## config.mk

```make
export PLATFORM = sky130hd
export DESIGN_NAME = stream_pattern_reverse_replace_unit
export DESIGN_NICKNAME = d
export VERILOG_FILES = /design/src/hw/rtl/spru_pkg.sv /design/src/hw/rtl/spru_cell.sv /design/src/hw/rtl/spru_ctrl.sv /design/src/hw/rtl/stream_pattern_reverse_replace_unit.sv
export SDC_FILE = /design/constraint.sdc
export NUM_CORES = 1
export LEC_CHECK = 0
export BUFFER_PORTS_ARGS = -buffer_cell sky130_fd_sc_hd__buf_2
export CORE_MARGIN = 2
export CORE_UTILIZATION = 30
export CTS_BUF_LIST = sky130_fd_sc_hd__clkbuf_4 sky130_fd_sc_hd__clkbuf_8 sky130_fd_sc_hd__clkbuf_16
export DETAILED_ROUTE_END_ITERATION = 10
export GPL_TIMING_DRIVEN = 1
export PLACE_DENSITY_LB_ADDON = 0.05
export SETUP_SLACK_MARGIN = 0.3
export SLEW_MARGIN = 10
export SYNTH_ARGS = -nofsm -noshare
export SYNTH_HDL_FRONTEND = slang
export SYNTH_SLANG_ARGS = --single-unit
```

## constraint.sdc

```tcl
create_clock -name clk_i -period 7.4 [get_ports clk_i]
set_input_delay 1.11 -clock clk_i [delete_from_list [all_inputs] [get_ports clk_i]]
set_output_delay 1.11 -clock clk_i [all_outputs]
set_load 0.02 [all_outputs]
```

## src/hw/rtl/spru_pkg.sv

```systemverilog
// Shared types and constants for the stream pattern reverse/replace unit.
// No dependencies; used by every file in hw/rtl.
package spru_pkg;

  localparam int unsigned MAX_PATTERN = 16;  // largest supported pattern, in bytes
  localparam int unsigned CFG_W       = 64;  // config data width
  localparam int unsigned CFG_IDX_W   = 2;   // config register index width
  localparam int unsigned LEN_W       = 5;   // pattern_length register width

  // Config register indexes
  localparam logic [CFG_IDX_W-1:0] CFG_PATTERN_LOW    = 2'd0;
  localparam logic [CFG_IDX_W-1:0] CFG_PATTERN_HIGH   = 2'd1;
  localparam logic [CFG_IDX_W-1:0] CFG_PATTERN_LENGTH = 2'd2;

  typedef struct packed {
    logic [7:0] in_byte;
    logic       in_last;
  } in_item_t;

  typedef struct packed {
    logic [7:0] out_byte;
    logic       out_last;
  } out_item_t;

  // Per-cycle control from the sequencer to the cell chain
  typedef struct packed {
    logic busy;    // stored item still has work pending
    logic step;    // window advances this cycle
    logic append;  // input item written at the fill position
    logic shift;   // oldest byte leaves, chain moves one cell down
    logic hit;     // window matched, load reversed pattern
    logic last;    // leaving byte is the final one of the text
  } ctl_t;

endpackage

```

## src/hw/rtl/spru_cell.sv

```systemverilog
// One window cell: holds a text byte, compares it with its pattern byte,
// and hands data down the chain. Depends on spru_pkg.
module spru_cell #(
  parameter int unsigned Index = 0,
  parameter int unsigned CntW  = 5
) (
  input  logic            clk_i,
  input  spru_pkg::ctl_t  ctl_i,
  input  logic [CntW-1:0] fill_i,
  input  logic [7:0]      in_byte_i,
  input  logic [7:0]      pat_i,
  input  logic            use_i,
  input  logic [7:0]      next_byte_i,
  input  logic [7:0]      next_rev_i,
  output logic [7:0]      byte_o,
  output logic            match_o
);

  logic [7:0] byte_q, byte_d;

  // new byte lands in the first free cell
  assign byte_o  = (ctl_i.append && (fill_i == CntW'(Index))) ? in_byte_i : byte_q;
  assign match_o = ~use_i | (byte_o == pat_i);

  always_comb begin
    byte_d = byte_q;
    if (ctl_i.step) begin
      if (ctl_i.shift) begin
        byte_d = ctl_i.hit ? next_rev_i : next_byte_i;
      end else begin
        byte_d = byte_o;
      end
    end
  end

  always_ff @(posedge clk_i) begin
    byte_q <= byte_d;
  end

endmodule

```

## src/hw/rtl/spru_ctrl.sv

```systemverilog
// Window sequencer: fill count, skip counter, compare and drain control.
// Depends on spru_pkg.
module spru_ctrl #(
  parameter int unsigned CntW = 5
) (
  input  logic            clk_i,
  input  logic            rst_ni,
  input  logic            in_valid_i,
  input  logic            in_last_i,
  input  logic            out_free_i,
  input  logic            match_i,
  input  logic [CntW-1:0] len_i,
  output logic            in_stall_o,
  output spru_pkg::ctl_t  ctl_o,
  output logic [CntW-1:0] fill_o
);

  logic            busy_q, busy_d;
  logic            cmp_q, cmp_d;
  logic            last_q, last_d;
  logic [CntW-1:0] cnt_q, cnt_d;
  logic [CntW-1:0] skip_q, skip_d;

  logic            accept, step, cur_cmp, cur_last;
  logic            surplus, do_cmp, hit, emit, emit_last, done;
  logic [CntW-1:0] n;

  assign in_stall_o = busy_q | ~out_free_i;
  assign accept     = in_valid_i & ~in_stall_o;
  assign step       = accept | (busy_q & out_free_i);

  // bytes in the window this cycle, new item included
  assign n        = accept ? cnt_q + CntW'(1) : cnt_q;
  assign cur_cmp  = accept | cmp_q;
  assign cur_last = accept ? in_last_i : last_q;

  assign surplus   = n > len_i;
  assign do_cmp    = ~surplus & cur_cmp;
  assign hit       = do_cmp & (skip_q == '0) & (n == len_i) & match_i;
  assign emit      = surplus | cur_last | (cur_cmp & (n == len_i));
  assign emit_last = ~surplus & cur_last & (n == CntW'(1));
  assign done      = ~surplus & (~cur_last | (n == CntW'(1)));

  always_comb begin
    busy_d = busy_q;
    cmp_d  = cmp_q;
    last_d = last_q;
    cnt_d  = cnt_q;
    skip_d = skip_q;
    if (step) begin
      busy_d = ~done;
      cmp_d  = cur_cmp & ~do_cmp;
      last_d = cur_last;
      cnt_d  = n - CntW'(emit);
      if (do_cmp) begin
        if (cur_last) begin
          skip_d = '0;
        end else if (hit) begin
          skip_d = len_i - CntW'(1);
        end else if (skip_q != '0) begin
          skip_d = skip_q - CntW'(1);
        end
      end
    end
  end

  always_ff @(posedge clk_i or negedge rst_ni) begin
    if (!rst_ni) begin
      busy_q <= 1'b0;
      cmp_q  <= 1'b0;
      last_q <= 1'b0;
      cnt_q  <= '0;
      skip_q <= '0;
    end else begin
      busy_q <= busy_d;
      cmp_q  <= cmp_d;
      last_q <= last_d;
      cnt_q  <= cnt_d;
      skip_q <= skip_d;
    end
  end

  assign ctl_o.busy   = busy_q;
  assign ctl_o.step   = step;
  assign ctl_o.append = accept;
  assign ctl_o.shift  = step & emit;
  assign ctl_o.hit    = step & hit;
  assign ctl_o.last   = emit_last;
  assign fill_o       = cnt_q;

endmodule

```

## src/hw/rtl/stream_pattern_reverse_replace_unit.sv

```systemverilog
// Top level of the stream pattern reverse/replace unit: config registers,
// cell chain, sequencer and output register. Depends on spru_pkg,
// spru_cell and spru_ctrl.
// Usage:
//   Text bytes enter on the in_* channel (valid/stall), rewritten bytes
//   leave on the out_* channel (valid/stall), one byte per item. Every
//   occurrence of the configured pattern (leftmost, non-overlapping) is
//   replaced by the pattern reversed.
//   The user writes config registers through cfg_* only while the stream is
//   idle (0 pattern_low, 1 pattern_high, 2 pattern_length); not enforced.
//   Latency: with pattern length L, a byte enters the output register at the
//   accept edge of the item L-1 items behind it; the first L-1 bytes stay held.
//   Throughput: one item per cycle in steady state, set by the combinational
//   window compare across the cell chain. After an item with in_last set the
//   input stalls while the up to L-1 held bytes drain, one per cycle while
//   the output is free; the final one carries out_last. After pattern_length
//   is lowered, the next item stalls the input while surplus held bytes drain.
//   Receiver stall: the output register holds its item, and the input
//   stalls in the same cycle while the output register is full and stalled.
//   Reset: window empty, skip counter clear, pattern zero, length one.
module stream_pattern_reverse_replace_unit #(
  parameter int unsigned MaxPattern = spru_pkg::MAX_PATTERN
) (
  input  logic                               clk_i,
  input  logic                               rst_ni,
  // text in
  input  logic                               in_valid_i,
  output logic                               in_stall_o,
  input  spru_pkg::in_item_t                 in_item_i,
  // text out
  output logic                               out_valid_o,
  input  logic                               out_stall_i,
  output spru_pkg::out_item_t                out_item_o,
  // config writes
  input  logic                               cfg_valid_i,
  output logic                               cfg_ready_o,
  input  logic [spru_pkg::CFG_IDX_W-1:0]     cfg_index_i,
  input  logic [spru_pkg::CFG_W-1:0]         cfg_data_i
);

  localparam int unsigned CntW = $clog2(MaxPattern + 1);

  // ---------------------------------------------------------------------
  // Config registers
  // ---------------------------------------------------------------------
  logic [spru_pkg::CFG_W-1:0] pattern_low_q, pattern_high_q;
  logic [spru_pkg::LEN_W-1:0] pattern_length_q;

  assign cfg_ready_o = 1'b1;

  always_ff @(posedge clk_i or negedge rst_ni) begin
    if (!rst_ni) begin
      pattern_low_q    <= '0;
      pattern_high_q   <= '0;
      pattern_length_q <= spru_pkg::LEN_W'(1);
    end else if (cfg_valid_i && cfg_ready_o) begin
      unique case (cfg_index_i)
        spru_pkg::CFG_PATTERN_LOW:    pattern_low_q    <= cfg_data_i;
        spru_pkg::CFG_PATTERN_HIGH:   pattern_high_q   <= cfg_data_i;
        spru_pkg::CFG_PATTERN_LENGTH: pattern_length_q <= cfg_data_i[spru_pkg::LEN_W-1:0];
        default: ;  // unmapped index, write dropped
      endcase
    end
  end

  // ---------------------------------------------------------------------
  // Pattern views: length clamped to 1..MaxPattern, forward bytes for the
  // compare, reversed bytes for the replacement.
  // ---------------------------------------------------------------------
  logic [CntW-1:0]             eff_len;
  logic [15:0][7:0]            pat16;
  logic [MaxPattern:0][7:0]    rev;   // one extra zero entry past the chain end

  assign pat16 = {pattern_high_q, pattern_low_q};

  always_comb begin
    if (pattern_length_q == '0) begin
      eff_len = CntW'(1);
    end else if (pattern_length_q > spru_pkg::LEN_W'(MaxPattern)) begin
      eff_len = CntW'(MaxPattern);
    end else begin
      eff_len = CntW'(pattern_length_q);
    end
  end

  always_comb begin
    rev = '0;
    for (int j = 0; j < MaxPattern; j++) begin
      if (j < int'(eff_len)) begin
        rev[j] = pat16[4'(int'(eff_len) - 1 - j)];
      end
    end
  end

  // ---------------------------------------------------------------------
  // Sequencer
  // ---------------------------------------------------------------------
  spru_pkg::ctl_t  ctl;
  logic [CntW-1:0] fill;
  logic            out_free;
  logic            match_all;

  spru_ctrl #(
    .CntW (CntW)
  ) u_ctrl (
    .clk_i      (clk_i),
    .rst_ni     (rst_ni),
    .in_valid_i (in_valid_i),
    .in_last_i  (in_item_i.in_last),
    .out_free_i (out_free),
    .match_i    (match_all),
    .len_i      (eff_len),
    .in_stall_o (in_stall_o),
    .ctl_o      (ctl),
    .fill_o     (fill)
  );

  // ---------------------------------------------------------------------
  // Cell chain, cell 0 holds the oldest byte
  // ---------------------------------------------------------------------
  logic [MaxPattern:0][7:0]  cell_byte;
  logic [MaxPattern-1:0]     cell_match;

  assign cell_byte[MaxPattern] = '0;
  assign match_all             = &cell_match;

  for (genvar i = 0; i < MaxPattern; i++) begin : g_cell
    spru_cell #(
      .Index (i),
      .CntW  (CntW)
    ) u_cell (
      .clk_i       (clk_i),
      .ctl_i       (ctl),
      .fill_i      (fill),
      .in_byte_i   (in_item_i.in_byte),
      .pat_i       (pat16[i]),
      .use_i       (CntW'(i) < eff_len),
      .next_byte_i (cell_byte[i+1]),
      .next_rev_i  (rev[i+1]),
      .byte_o      (cell_byte[i]),
      .match_o     (cell_match[i])
    );
  end

  // ---------------------------------------------------------------------
  // Output register; on a hit the leaving byte is the last pattern byte
  // ---------------------------------------------------------------------
  logic                out_valid_q;
  spru_pkg::out_item_t out_item_q, out_item_d;

  assign out_free            = ~out_valid_q | ~out_stall_i;
  assign out_item_d.out_byte = ctl.hit ? rev[0] : cell_byte[0];
  assign out_item_d.out_last = ctl.last;

  always_ff @(posedge clk_i or negedge rst_ni) begin
    if (!rst_ni) begin
      out_valid_q <= 1'b0;
    end else if (ctl.shift) begin
      out_valid_q <= 1'b1;
    end else if (!out_stall_i) begin
      out_valid_q <= 1'b0;
    end
  end

  always_ff @(posedge clk_i) begin
    if (ctl.shift) begin
      out_item_q <= out_item_d;
    end
  end

  assign out_valid_o = out_valid_q;
  assign out_item_o  = out_item_q;

`ifndef SYNTHESIS
  // a final text byte always puts at least one byte in the output register
  assert property (@(posedge clk_i) disable iff (!rst_ni)
    (in_valid_i && !in_stall_o && in_item_i.in_last) |=> out_valid_q)
    else $error("final item produced no output byte");

  // once the final byte is waiting, nothing of the item is left to drain
  assert property (@(posedge clk_i) disable iff (!rst_ni)
    (out_valid_q && out_item_q.out_last) |-> !ctl.busy)
    else $error("window still draining behind final byte");

  // a replacement always coincides with a byte leaving the window
  assert property (@(posedge clk_i) disable iff (!rst_ni)
    ctl.hit |-> (ctl.step && ctl.shift && out_free))
    else $error("replacement without output slot");
`endif

endmodule
```

==> key figures, run 1 <==
Outcome
  • Run status: complete, no violations

Drt
  • Via Count: around 20k
  • DR pass1 iterations: 6
  • Routed length per instance: between 30 and 40 um
  • Final WL: 118,000 um
  • Drt first-iter violations: between 2k and 2.5k
  • ANT nets after route: 0
  • DRC: 0
  • Via density per instance: 5.99

Synthesis
  • Synthesis Warnings: 0
  • Netlist Area Pre-Place: 0.0225 mm2
  • Mapped Avg Cell Area: 9.62 um2
  • Primary FF master, synth: dfrtp_1
  • Area contributors post-synth: edfxtp_1, mux2i_1, dfrtp_1
  • Synthesized instance count: 2,341
  • Sequential fraction of the synthesis area: 0.346
  • #FFs+latches synth: 284
  • Asr flop ratio synth: 0.518
  • Unique masters post-synth: 79
  • Yosys top cell by area: edfxtp_1
  • Top cell type's share of synthesized area: 0.183
  • Syn_nets: 2,450
  • Number of synthesized flops with an enable pin: approximately 140

Placement
  • Dpl hpwl: 91,900 um
  • Gp weighted congestion: a little over 1
  • Port bufs: 90

Die
  • Die X: roughly 280 um
  • Die area: 0.0773 mm2
  • DIE HEIGHT: roughly 280 um
  • Initial Util: 0.303
  • Num ports: 92
  • Num rows: 100
  • Core ar.: 0.0743 mm2

Critical path
  • CP Data Required Time: 7790 ps
  • Critical path arrival: 6220 ps
  • Critical path class: input port to flip-flop
  • Critical path startpoint category: input port
  • CP Capture Type: flip-flop
  • Largest fanout on the critical path: 16

Power and ir drop
  • NetSw: 6.33 mW
  • Int Power: around 6.4 mW
  • Sequential Power Share: 0.253
  • Clk pwr share: 0.154
  • Sw frac: 0.495
  • PwrDens: roughly 500 mW/mm2
  • Worst vdd ir: between 0.2 and 0.25 mV
  • Leakage power: 10.8 nW
  • Logic gate share of total power: 0.593

GRT
  • Grt total ovfl: 0
  • First-pass GRT wire length: between 150,000 and 200,000 um
  • Largest net degree at the start of global routing: 74
  • GR Util All Layers: 0.300
  • Antenna violations before repair: 2
  • Vias in the first global route: 19.8k

Run
  • Max-Cap Viols: 0

STA
  • Unrepaired setup endpoints after global routing: false
  • Final Hold Viols: 0
  • Final Slew Violations: 0
  • Final setup violating endpoints: 0
  • Hold WS: 419 ps
  • Max Clock Skew: 21.8 ps
  • Min Tclk post-route: 5830 ps
  • Max-slew headroom: 0.160
  • Period utilization: 0.787
  • Setup TNS: 0 ps
  • Least-Margin Pin Slew: 1240 ps
  • FMAX: between 150 and 200 MHz

Clocking
  • CTS Hold Bufs: 0
  • Worst skew pair latency: 580 ps
  • Post-CTS resize count: 0
  • Clk pin slew, worst setup/hold paths: 60 ps
  • Total CTS buffers: 39
  • Root buf cell: clkbuf_16
  • CTS tree: built
  • CTS Sinks: 284
  • H-tree Lvls: 2
  • Clk buf depth: 3
  • Post-CTS Setup Bufs: 0

Finish
  • Layout net count: 2,477
  • Area of the multi-input gates: 0.0138 mm2
  • Layout area overhead: 12.9%
  • Layout cells sized above 1: 0.203
  • Filler Cells Inserted: 7,711
  • Register area: 0.00779 mm2

Hold path
  • Min-Delay Path Class: input port to async pin
per-layer routing:
metal,track usage,wire length (um),up-vias,part of all wire
met3,0.0461,8860,205,0.075
li1,-,-,8753,-
met5,0,13,-,0.00011
met1,0.419,52000,10300,0.44
met4,0.119,5190,2,0.044
met2,0.463,51700,965,0.44
power by group through the flow:
stage	Clock (mW)	Combinational [mW]	Sequential, mW
after detailed placement	0	7.37	3.24
after floorplan	0	4.76	2.97
after CTS	2.02	7.41	3.22
after global placement	0	7.38	3.24
final	1.97	7.58	3.23
after global routing	2.07	7.95	3.29
registers in the layout, indices dropped and copies added (netlist names), 5 cells and up:
name	flops
g_cell.u_cell.byte_q	128
pattern_length_q	5
u_ctrl.fill_o	5
out_item_o	9
u_ctrl.skip_q	5
pattern_high_q	64
pattern_low_q	64
cell type report:
cell class	count	share of cell area
Timing Repair Buffer	157	0.0387
Inverter	88	0.0135
Multi-Input combinational cell	1798	0.542
Clock buffer	68	0.0510
Antenna cell	3	0.000295
Clock inverter	3	0.000738
Tap cell	969	0.0477
Sequential cell	284	0.307
through the flow:
| step | cells | setup WS (ps) | utilization | power, mW | instance area [um2] |
|---|---|---|---|---|---|
| 3_3_place_gp | 3296 | 1190 | 0.324 | 10.6 | 24100 |
| 2_1_floorplan | 2341 | 1130 | - | 7.73 | 22500 |
| 4_1_cts | 3367 | 1670 | 0.342 | 12.6 | 25400 |
| 5_1_grt | 3367 | 1250 | 0.342 | 13.3 | 25400 |
| 6_report | 3370 | 1570 | 0.342 | 12.8 | 25400 |
| 3_5_place_dp | 3296 | 1050 | 0.324 | 10.6 | 24100 |
placed cells by master, fill, tap and decap left out, types with 5 or more instances in the layout:
cell type | synthesis | routed
mux2i_1 | 399 | 399
nor2_1 | 227 | 227
mux2_2 | 212 | 212
nand2_1 | 194 | 192
dfrtp_1 | 146 | 146
a21oi_1 | 137 | 137
edfxtp_1 | 137 | 137
o221ai_1 | 94 | 94
buf_2 | 18 | 89
xnor2_1 | 81 | 81
inv_1 | 81 | 79
buf_4 | 1 | 65
o21ai_0 | 55 | 55
xor2_1 | 54 | 52
clkbuf_16 | 0 | 41
o22ai_1 | 37 | 37
nand3_1 | 34 | 34
ha_1 | 29 | 28
nand4_1 | 18 | 18
nor3_1 | 16 | 16
clkbuf_4 | 0 | 16
and3_1 | 15 | 15
a222oi_1 | 14 | 14
nor4_1 | 14 | 13
a221oi_1 | 11 | 11
o221ai_2 | 11 | 11
clkbuf_8 | 0 | 11
a2111oi_0 | 10 | 10
nor2b_1 | 8 | 8
and2_1 | 8 | 8
o31ai_1 | 7 | 7
or3_1 | 6 | 6
o2bb2ai_1 | 6 | 6
a22oi_1 | 6 | 6
a31oi_1 | 5 | 5
a211oi_1 | 5 | 5
a21o_1 | 5 | 5
o41ai_1 | 5 | 5
Yosys cell counts (6+ instances only):
cell / instances
mux2i_1: 399
nor2_1: 227
mux2_2: 212
nand2_1: 194
dfrtp_1: 146
a21oi_1: 137
edfxtp_1: 137
clkbuf_1: 121
o221ai_1: 94
inv_1: 81
xnor2_1: 81
o21ai_0: 55
xor2_1: 54
o22ai_1: 37
nand3_1: 34
buf_1: 30
ha_1: 29
buf_2: 18
nand4_1: 18
nor3_1: 16
and3_1: 15
a222oi_1: 14
nor4_1: 14
a221oi_1: 11
o221ai_2: 11
a2111oi_0: 10
and2_1: 8
nor2b_1: 8
o31ai_1: 7
a22oi_1: 6
o2bb2ai_1: 6
or3_1: 6
worst paths after layout:
path,depth (start not counted),endpoint,from,slack [ps]
max,17,g_cell[5].u_cell.byte_q[7],out_stall_i,1570
min,1,pattern_low_q[55],rst_ni,420
max reg2reg,13,g_cell[5].u_cell.byte_q[7],u_ctrl.fill_o[1],1610
min reg2reg,2,u_ctrl.skip_q[4],u_ctrl.skip_q[4],480
max in group asynchronous,2,pattern_low_q[24],rst_ni,5810
min in group clk_i,2,u_ctrl.skip_q[4],u_ctrl.skip_q[4],480
critical path: stages:
cell and delay [ps]:
buf_2 150, nand2_1 360, and3_1 500, and4_1 260, xor2_1 320, ha_1 200, and3_1 170, nand3_1 110
nor2_1 140, nand2_1 230, a211oi_1 500, o2111ai_1 310, a2111oi_4 480, buf_4 420, nand4_1 460, a211o_1 410
o221ai_1 70
logic make-up after synthesis:
family,share of synthesized area
multiplexers,0.287
AND/OR/NAND/NOR,0.112
AO/OA/AOI/OAI,0.141
flip-flops,0.346
buffers and inverters,0.0447
XOR/XNOR,0.0525
adder cells (fa/ha/maj),0.0161
other,0.000167
Note: power is estimated with default switching activity, not from simulation.
==> run 2: changes to the inputs <==
==> constraint.sdc (replaced) <==
create_clock -name clk_i -period 5.2 [get_ports clk_i]
set_input_delay 0.78 -clock clk_i [delete_from_list [all_inputs] [get_ports clk_i]]
set_output_delay 0.78 -clock clk_i [all_outputs]
set_load 0.02 [all_outputs]
==> key figures, run 2 (synthesized netlist as in run 1, its figures left out) <==
Outcome
  • Run status: complete, no violations

Drt
  • ANT nets after route: 0 (unchanged)
  • DR pass1 iterations: 6 (unchanged)
  • Via Count: 20.9k (+3.5%)
  • DRC: 0 (unchanged)
  • Final WL: 123,000 um (+4.2%)
  • Routed length per instance: 35.3 um (+0.97%)
  • Via density per instance: 6.01 (+0.27%)
  • Drt first-iter violations: 2,495 (+8.5%)

Power and ir drop
  • Worst vdd ir: 0.346 mV (+59%)
  • Leakage power: 11.3 nW (+4.9%)
  • Logic gate share of total power: 0.604 (+0.011)
  • NetSw: 9.24 mW (+46%)
  • Sequential Power Share: 0.248 (-0.005)
  • Tot Pwr: 18.6 mW (+46%)
  • Clk pwr share: 0.148 (-0.006)
  • Int Power: 9.40 mW (+46%)
  • PwrDens: 707 mW/mm2 (+41%)
  • Sw frac: 0.496 (about the same)

Finish
  • Post-route cell area: 0.0264 mm2 (+3.7%)
  • Filler Cells Inserted: 7,676 (-0.45%)
  • Top Registers: g_cell.u_cell.byte_q (128), pattern_high_q (64), pattern_low_q (64)
  • Most common cell after layout, fill and taps aside: mux2i_1
  • Most frequent cells in the layout: mux2i_1, nor2_1, mux2_2, nand2_1, buf_4
  • Layout cells sized above 1: 0.243 (+0.0399)
  • Layout net count: 2,588 (+4.5%)
  • Largest Register: g_cell.u_cell.byte_q
  • Cell Count, Final, Fillers Out: 3,478 (+3.2%)
  • Max FFs per register: 128 (unchanged)
  • Layout area overhead: 17.1%

Critical path
  • Worst-path cell chain: buf_2 > inv_1 > a222oi_1 > nor3b_1 > o22ai_1 > o41ai_2 > nand4_1 > a2111oi_4 > nand2_4 > buf_4 > or3_1 > o221ai_2
  • Critical path startpoint category: input port
  • Critical path arrival: 5240 ps (-980 ps)
  • Largest fanout on the critical path: 9 (-7)
  • Crit-path max cell delay: 610 ps (+110 ps)
  • Reg2reg end: g_cell[12].u_cell.byte_q[4]
  • FF-to-FF setup slack: 440 ps (-1170 ps)
  • R2r startpoint: u_ctrl.fill_o[1]
  • Worst R2R Path Depth: 15 (+2)
  • CP Data Required Time: 5610 ps (-2180 ps)
  • CP Capture Type: flip-flop
  • Critical path class: input port to flip-flop
  • Worst path slowest cell: o41ai_2

Die
  • Die area: 0.0773 mm2 (unchanged)
  • Initial Util: 0.303 (unchanged)
  • Core ar.: 0.0743 mm2 (unchanged)
  • Num ports: 92 (unchanged)
  • Die X: 278 um (unchanged)
  • Num rows: 100 (unchanged)
  • DIE HEIGHT: 278 um (unchanged)

GRT
  • First-pass GRT wire length: 168,000 um (+3.0%)
  • Met1 GRT Util: 0.434 (+0.0153)
  • Met3 Usage GRT: 0.0443 (-0.00176)
  • Largest net degree at the start of global routing: 76 (+2.7%)
  • Vias in the first global route: 20.1k (+1.7%)
  • Grt total ovfl: 0 (unchanged)
  • GR Util All Layers: 0.311 (+0.0116)
  • Most used routing layer: met2
  • Antenna violations before repair: 6 (+4)
  • Met2 Usage GRT: 0.484 (+0.0212)

Placement
  • Placed Cells: 3,408 (+3.4%)
  • Port bufs: 90 (unchanged)
  • Placed Area: 0.0250 mm2 (+3.7%)
  • Gp weighted congestion: 1.02 (about the same)
  • Dpl hpwl: 97,500 um (+6.1%)

Clocking
  • CTS Hold Bufs: 0 (unchanged)
  • Total CTS buffers: 38 (-2.6%)
  • Clk buf depth: 3 (unchanged)
  • Root buf cell: clkbuf_16
  • Worst skew pair latency: 590 ps (about the same)
  • H-tree Lvls: 2 (unchanged)
  • CTS Sinks: 284 (unchanged)
  • Clk pin slew, worst setup/hold paths: 60 ps (about the same)
  • CTS tree: built

STA
  • Final setup violating endpoints: 0 (unchanged)
  • Hold WS: 212 ps (-207 ps)
  • Unrepaired setup endpoints after global routing: false
  • Final Slew Violations: 0 (unchanged)
  • Max-slew headroom: 0.308 (+0.148)
  • Min Tclk post-route: 4830 ps
  • Max Clock Skew: 22.5 ps (+0.674 ps)
  • FMAX: 207 MHz
  • Final Hold Viols: 0 (unchanged)
  • Least-Margin Pin Slew: 1040 ps (-206 ps)
  • Period utilization: 0.929

Run
  • Max-Cap Viols: 0 (unchanged)

Hold path
  • Min-Delay Path Class: input port to async pin
[run 2: how the worst max path moves through the flow]
stage	start	endpoint	cells past startpoint
after floorplan	pattern_length_q[2]	g_cell[4].u_cell.byte_q[7]	17
after global placement	in_item_i[6]	g_cell[12].u_cell.byte_q[4]	12
after detailed placement	in_item_i[6]	g_cell[13].u_cell.byte_q[0]	12
after CTS	u_ctrl.fill_o[1]	g_cell[12].u_cell.byte_q[5]	14
after global routing	u_ctrl.fill_o[0]	g_cell[13].u_cell.byte_q[0]	15
final	in_item_i[6]	g_cell[12].u_cell.byte_q[4]	12
[run 2: power groups by stage]
stage	registers [mW]	logic, mW	clock network [mW]
floorplan	4.22	6.77	0
detailed placement	4.63	10.9	0
CTS	4.60	11.0	2.81
global placement	4.64	10.9	0
finish	4.62	11.3	2.75
global route	4.70	11.8	2.89
[run 2: worst max-delay path: cells and delay by family]
| family | cells | cell delay (ps) |
|---|---|---|
| compound gates | 5 | 1870 |
| buf+inv | 3 | 1120 |
| simple gates | 4 | 1440 |
[run 2: routing by layer]
metal,wire (um),vias up
met5,0,-
met3,8410,217
li1,-,8967
met4,5630,0
met2,54000,986
met1,54700,10700
[run 2: area by class of cell]
| type | instances | area, um2 | area share |
|---|---|---|---|
| clock inverters | 12 | 73.8 | 0.00280 |
| diodes | 2 | 5.00 | 0.000190 |
| well taps | 969 | 1210 | 0.0460 |
| repair buffers | 269 | 1880 | 0.0712 |
| inverters | 88 | 342 | 0.0130 |
| clock buffers | 56 | 1210 | 0.0460 |
| multi-input cells | 1798 | 13800 | 0.525 |
| flip-flops and latches | 284 | 7800 | 0.296 |
[run 2: metrics by stage]
step | util | setup TNS (ps) | setup WS, ps
6_report | 0.355 | 0 | 371
5_1_grt | 0.355 | 0 | 306
4_1_cts | 0.354 | 0 | 339
3_5_place_dp | 0.336 | -19590 | -289
3_3_place_gp | 0.336 | -33140 | -368
2_1_floorplan | - | 0 | 302
[run 2: timing repair]
action                                  in CTS  in global routing
pin swaps                                    1                  2
endpoints found under the setup margin      64                104
gates resized for setup                      2                 16
buffers inserted                             0                  0
==> run 3: changes to the inputs <==
--- a/config.mk
+++ b/config.mk
@@ -6,12 +6,13 @@
 export NUM_CORES = 1
 export LEC_CHECK = 0
 export BUFFER_PORTS_ARGS = -buffer_cell sky130_fd_sc_hd__buf_2
+export CORE_ASPECT_RATIO = 1.25
 export CORE_MARGIN = 2
 export CORE_UTILIZATION = 30
 export CTS_BUF_LIST = sky130_fd_sc_hd__clkbuf_4 sky130_fd_sc_hd__clkbuf_8 sky130_fd_sc_hd__clkbuf_16
 export DETAILED_ROUTE_END_ITERATION = 10
 export GPL_TIMING_DRIVEN = 1
-export PLACE_DENSITY_LB_ADDON = 0.05
+export PLACE_DENSITY = 0.51
 export SETUP_SLACK_MARGIN = 0.3
 export SLEW_MARGIN = 10
 export SYNTH_ARGS = -nofsm -noshare
==> constraint.sdc (replaced) <==
create_clock -name clk_i -period 5.2 [get_ports clk_i]
set_input_delay 1.04 -clock clk_i [delete_from_list [all_inputs] [get_ports clk_i]]
set_output_delay 1.04 -clock clk_i [all_outputs]
set_load 0.02 [all_outputs]
==> key figures, run 3 (synthesized netlist as in run 1, its figures left out) <==
Critical path
  • Levels on crit path: 13 (+1)
  • Worst-path cell chain: inv_2 > nand2_1 > inv_1 > ha_1 > nand2b_1 > a31oi_1 > o221ai_1 > buf_4 > a2111oi_4 > buf_4 > nand4_1 > buf_4 > o221ai_1
  • CP startpoint: pattern_length_q[4]
  • CP Capture Type: flip-flop
  • Most numerous cell on the critical path: buf_4
  • Buf/Inv on CP: 5 (+2)
  • R2r startpoint: pattern_length_q[4]
  • Crit path capture: g_cell[5].u_cell.byte_q[2]
  • Largest fanout on the critical path: 16 (+7)
  • Reg2reg end: g_cell[5].u_cell.byte_q[2]
  • Worst R2R Path Depth: 13 (-2)
  • Critical path startpoint category: flip-flop
  • Crit-path max cell delay: 560 ps (-50 ps)
  • Critical path arrival: 5030 ps (-210 ps)
  • FF-to-FF setup slack: 550 ps (+110 ps)
  • Critical path class: flip-flop to flip-flop
  • Worst path slowest cell: a31oi_1
  • Cell family with most CP delay: buffers and inverters
  • CP Data Required Time: 5580 ps (-30 ps)

Clocking
  • CTS tree: built
  • Clk buf depth: 3 (unchanged)
  • Total CTS buffers: 37 (-2.6%)
  • CTS Sinks: 284 (unchanged)
  • CTS Hold Bufs: 0 (unchanged)
  • Root buf cell: clkbuf_16
  • Clk pin slew, worst setup/hold paths: 60 ps (about the same)
  • H-tree Lvls: 2 (unchanged)
  • Worst skew pair latency: 590 ps (about the same)

Finish
  • Largest Register: g_cell.u_cell.byte_q
  • Final core utilization: 0.356 (+0.00109)
  • Layout area overhead: 17.8%
  • Layout net count: 2,615 (+1.0%)
  • Layout cells sized above 1: 0.245 (+0.00284)
  • Post-route cell area: 0.0265 mm2 (+0.62%)
  • Most common cell after layout, fill and taps aside: mux2i_1
  • Top Registers: g_cell.u_cell.byte_q (128), pattern_high_q (64), pattern_low_q (64)
  • Most frequent cells in the layout: mux2i_1, nor2_1, mux2_2, buf_4, nand2_1
  • Max FFs per register: 128 (unchanged)

STA
  • Min Tclk post-route: 4650 ps (-177 ps)
  • Final Hold Viols: 0 (unchanged)
  • FMAX: 215 MHz (+3.8%)
  • Final setup violating endpoints: 0 (unchanged)
  • Max-slew headroom: 0.255 (-0.0527)
  • Least-Margin Pin Slew: 1120 ps (+79.1 ps)
  • Unrepaired setup endpoints after global routing: false
  • Final Slew Violations: 0 (unchanged)
  • Hold WS: 449 ps (+237 ps)
  • Max Clock Skew: 29.6 ps (+7.10 ps)
  • Final worst slack: 548 ps (+177 ps)
  • Setup TNS: 0 ps (unchanged)
  • Period utilization: 0.895 (-0.0341)

GRT
  • Vias in the first global route: 20.6k (+2.2%)
  • Largest net degree at the start of global routing: 86 (+13%)
  • First-pass GRT wire length: 165,000 um (-1.8%)
  • Antenna violations before repair: 2 (-4)
  • Grt total ovfl: 0 (unchanged)
  • GR Util All Layers: 0.305 (-0.00659)

Run
  • Max-Cap Viols: 0 (unchanged)

Placement
  • Dpl hpwl: 95,600 um (-2.0%)
  • Port bufs: 90 (unchanged)
  • Placed Area: 0.0253 mm2 (+1.2%)
  • Dpl ws: 120 ps (+409 ps)
  • Gp weighted congestion: 1.06 (+4.1%)

Drt
  • Via density per instance: 6.00 (about the same)
  • DRC: 0 (unchanged)
  • Drt first-iter violations: 2,447 (-1.9%)
  • Met1 wire length: 46,800 um (-14%)
  • Top routing layer in use: met5
  • Routed length per instance: 34.3 um (-2.8%)
  • ANT nets after route: 0 (unchanged)
  • Metal2 WL: 56,700 um (+4.9%)
  • Met3 WL: 7420 um (-12%)
  • Final WL: 120,000 um (-2.0%)
  • DR pass1 iterations: 8 (+2)
  • Via Count: 21.0k (+0.71%)

Die
  • Initial Util: 0.302 (-0.000935)
  • Num rows: 112 (+12%)
  • Die X: 249 um (-10%)
  • Die area: 0.0773 mm2 (about the same)
  • Core ar.: 0.0746 mm2 (+0.31%)
  • DIE HEIGHT: 310 um (+12%)
  • Num ports: 92 (unchanged)

Outcome
  • Run status: complete, no violations

Power and ir drop
  • Worst vdd ir: 0.464 mV (+34%)
  • PwrDens: 701 mW/mm2 (-0.90%)
  • Leakage power: 11.4 nW (+1.2%)

Hold path
  • Min-Delay Path Class: input port to async pin
run 3: report_power, final:
group          total, mW  switching [mW]  internal (mW)
sequential          4.61           0.960           3.65
combinational       11.4            7.11           4.27
clock               2.60            1.09           1.51
run 3: layer usage:
metal	vias up	global-route usage
met4	2	0.206
met1	10600	0.364
li1	9022	-
met5	-	0
met3	323	0.0400
met2	1072	0.515
run 3: final cells by class:
class / count / area (um2)
Fill cell: 7638 / 48000
Multi-Input combinational cell: 1798 / 13800
Sequential cell: 284 / 7790
Timing Repair Buffer: 297 / 2190
Tap cell: 969 / 1210
Clock buffer: 53 / 1120
Inverter: 88 / 342
Clock inverter: 15 / 83.8
Antenna cell: 1 / 2.50
run 3: repair_timing:
action	in CTS	in global routing
endpoints found under the hold margin	0	0
gates resized for setup	0	5
buffers inserted	0	3
setup endpoints to repair	0	17
run 3: how the worst min path moves through the flow:
stage                               endpoint  slack [ps]  cells after the start
after floorplan             u_ctrl.skip_q[4]         450                      2
after global placement      u_ctrl.skip_q[4]         470                      2
after detailed placement    u_ctrl.skip_q[4]         470                      2
after CTS                 pattern_high_q[22]         480                      1
after global routing      pattern_high_q[22]         510                      1
final                     pattern_high_q[22]         450                      1
run 3: worst register-to-register path, stage by stage, from the launching register on:
cell	delay, ps
dfrtp_1	420
inv_2	270
nand2_1	490
inv_1	540
ha_1	230
nand2b_1	60
a31oi_1	560
o221ai_1	320
buf_4	220
a2111oi_4	260
buf_4	400
nand4_1	170
buf_4	210
o221ai_1	290
run 3: per-stage QoR:
stage,power (mW),cells
final,18.6,3505
after global placement,15.6,3433
after detailed placement,15.7,3433
after CTS,18.3,3501
after floorplan,11.0,2341
after global routing,19.2,3504
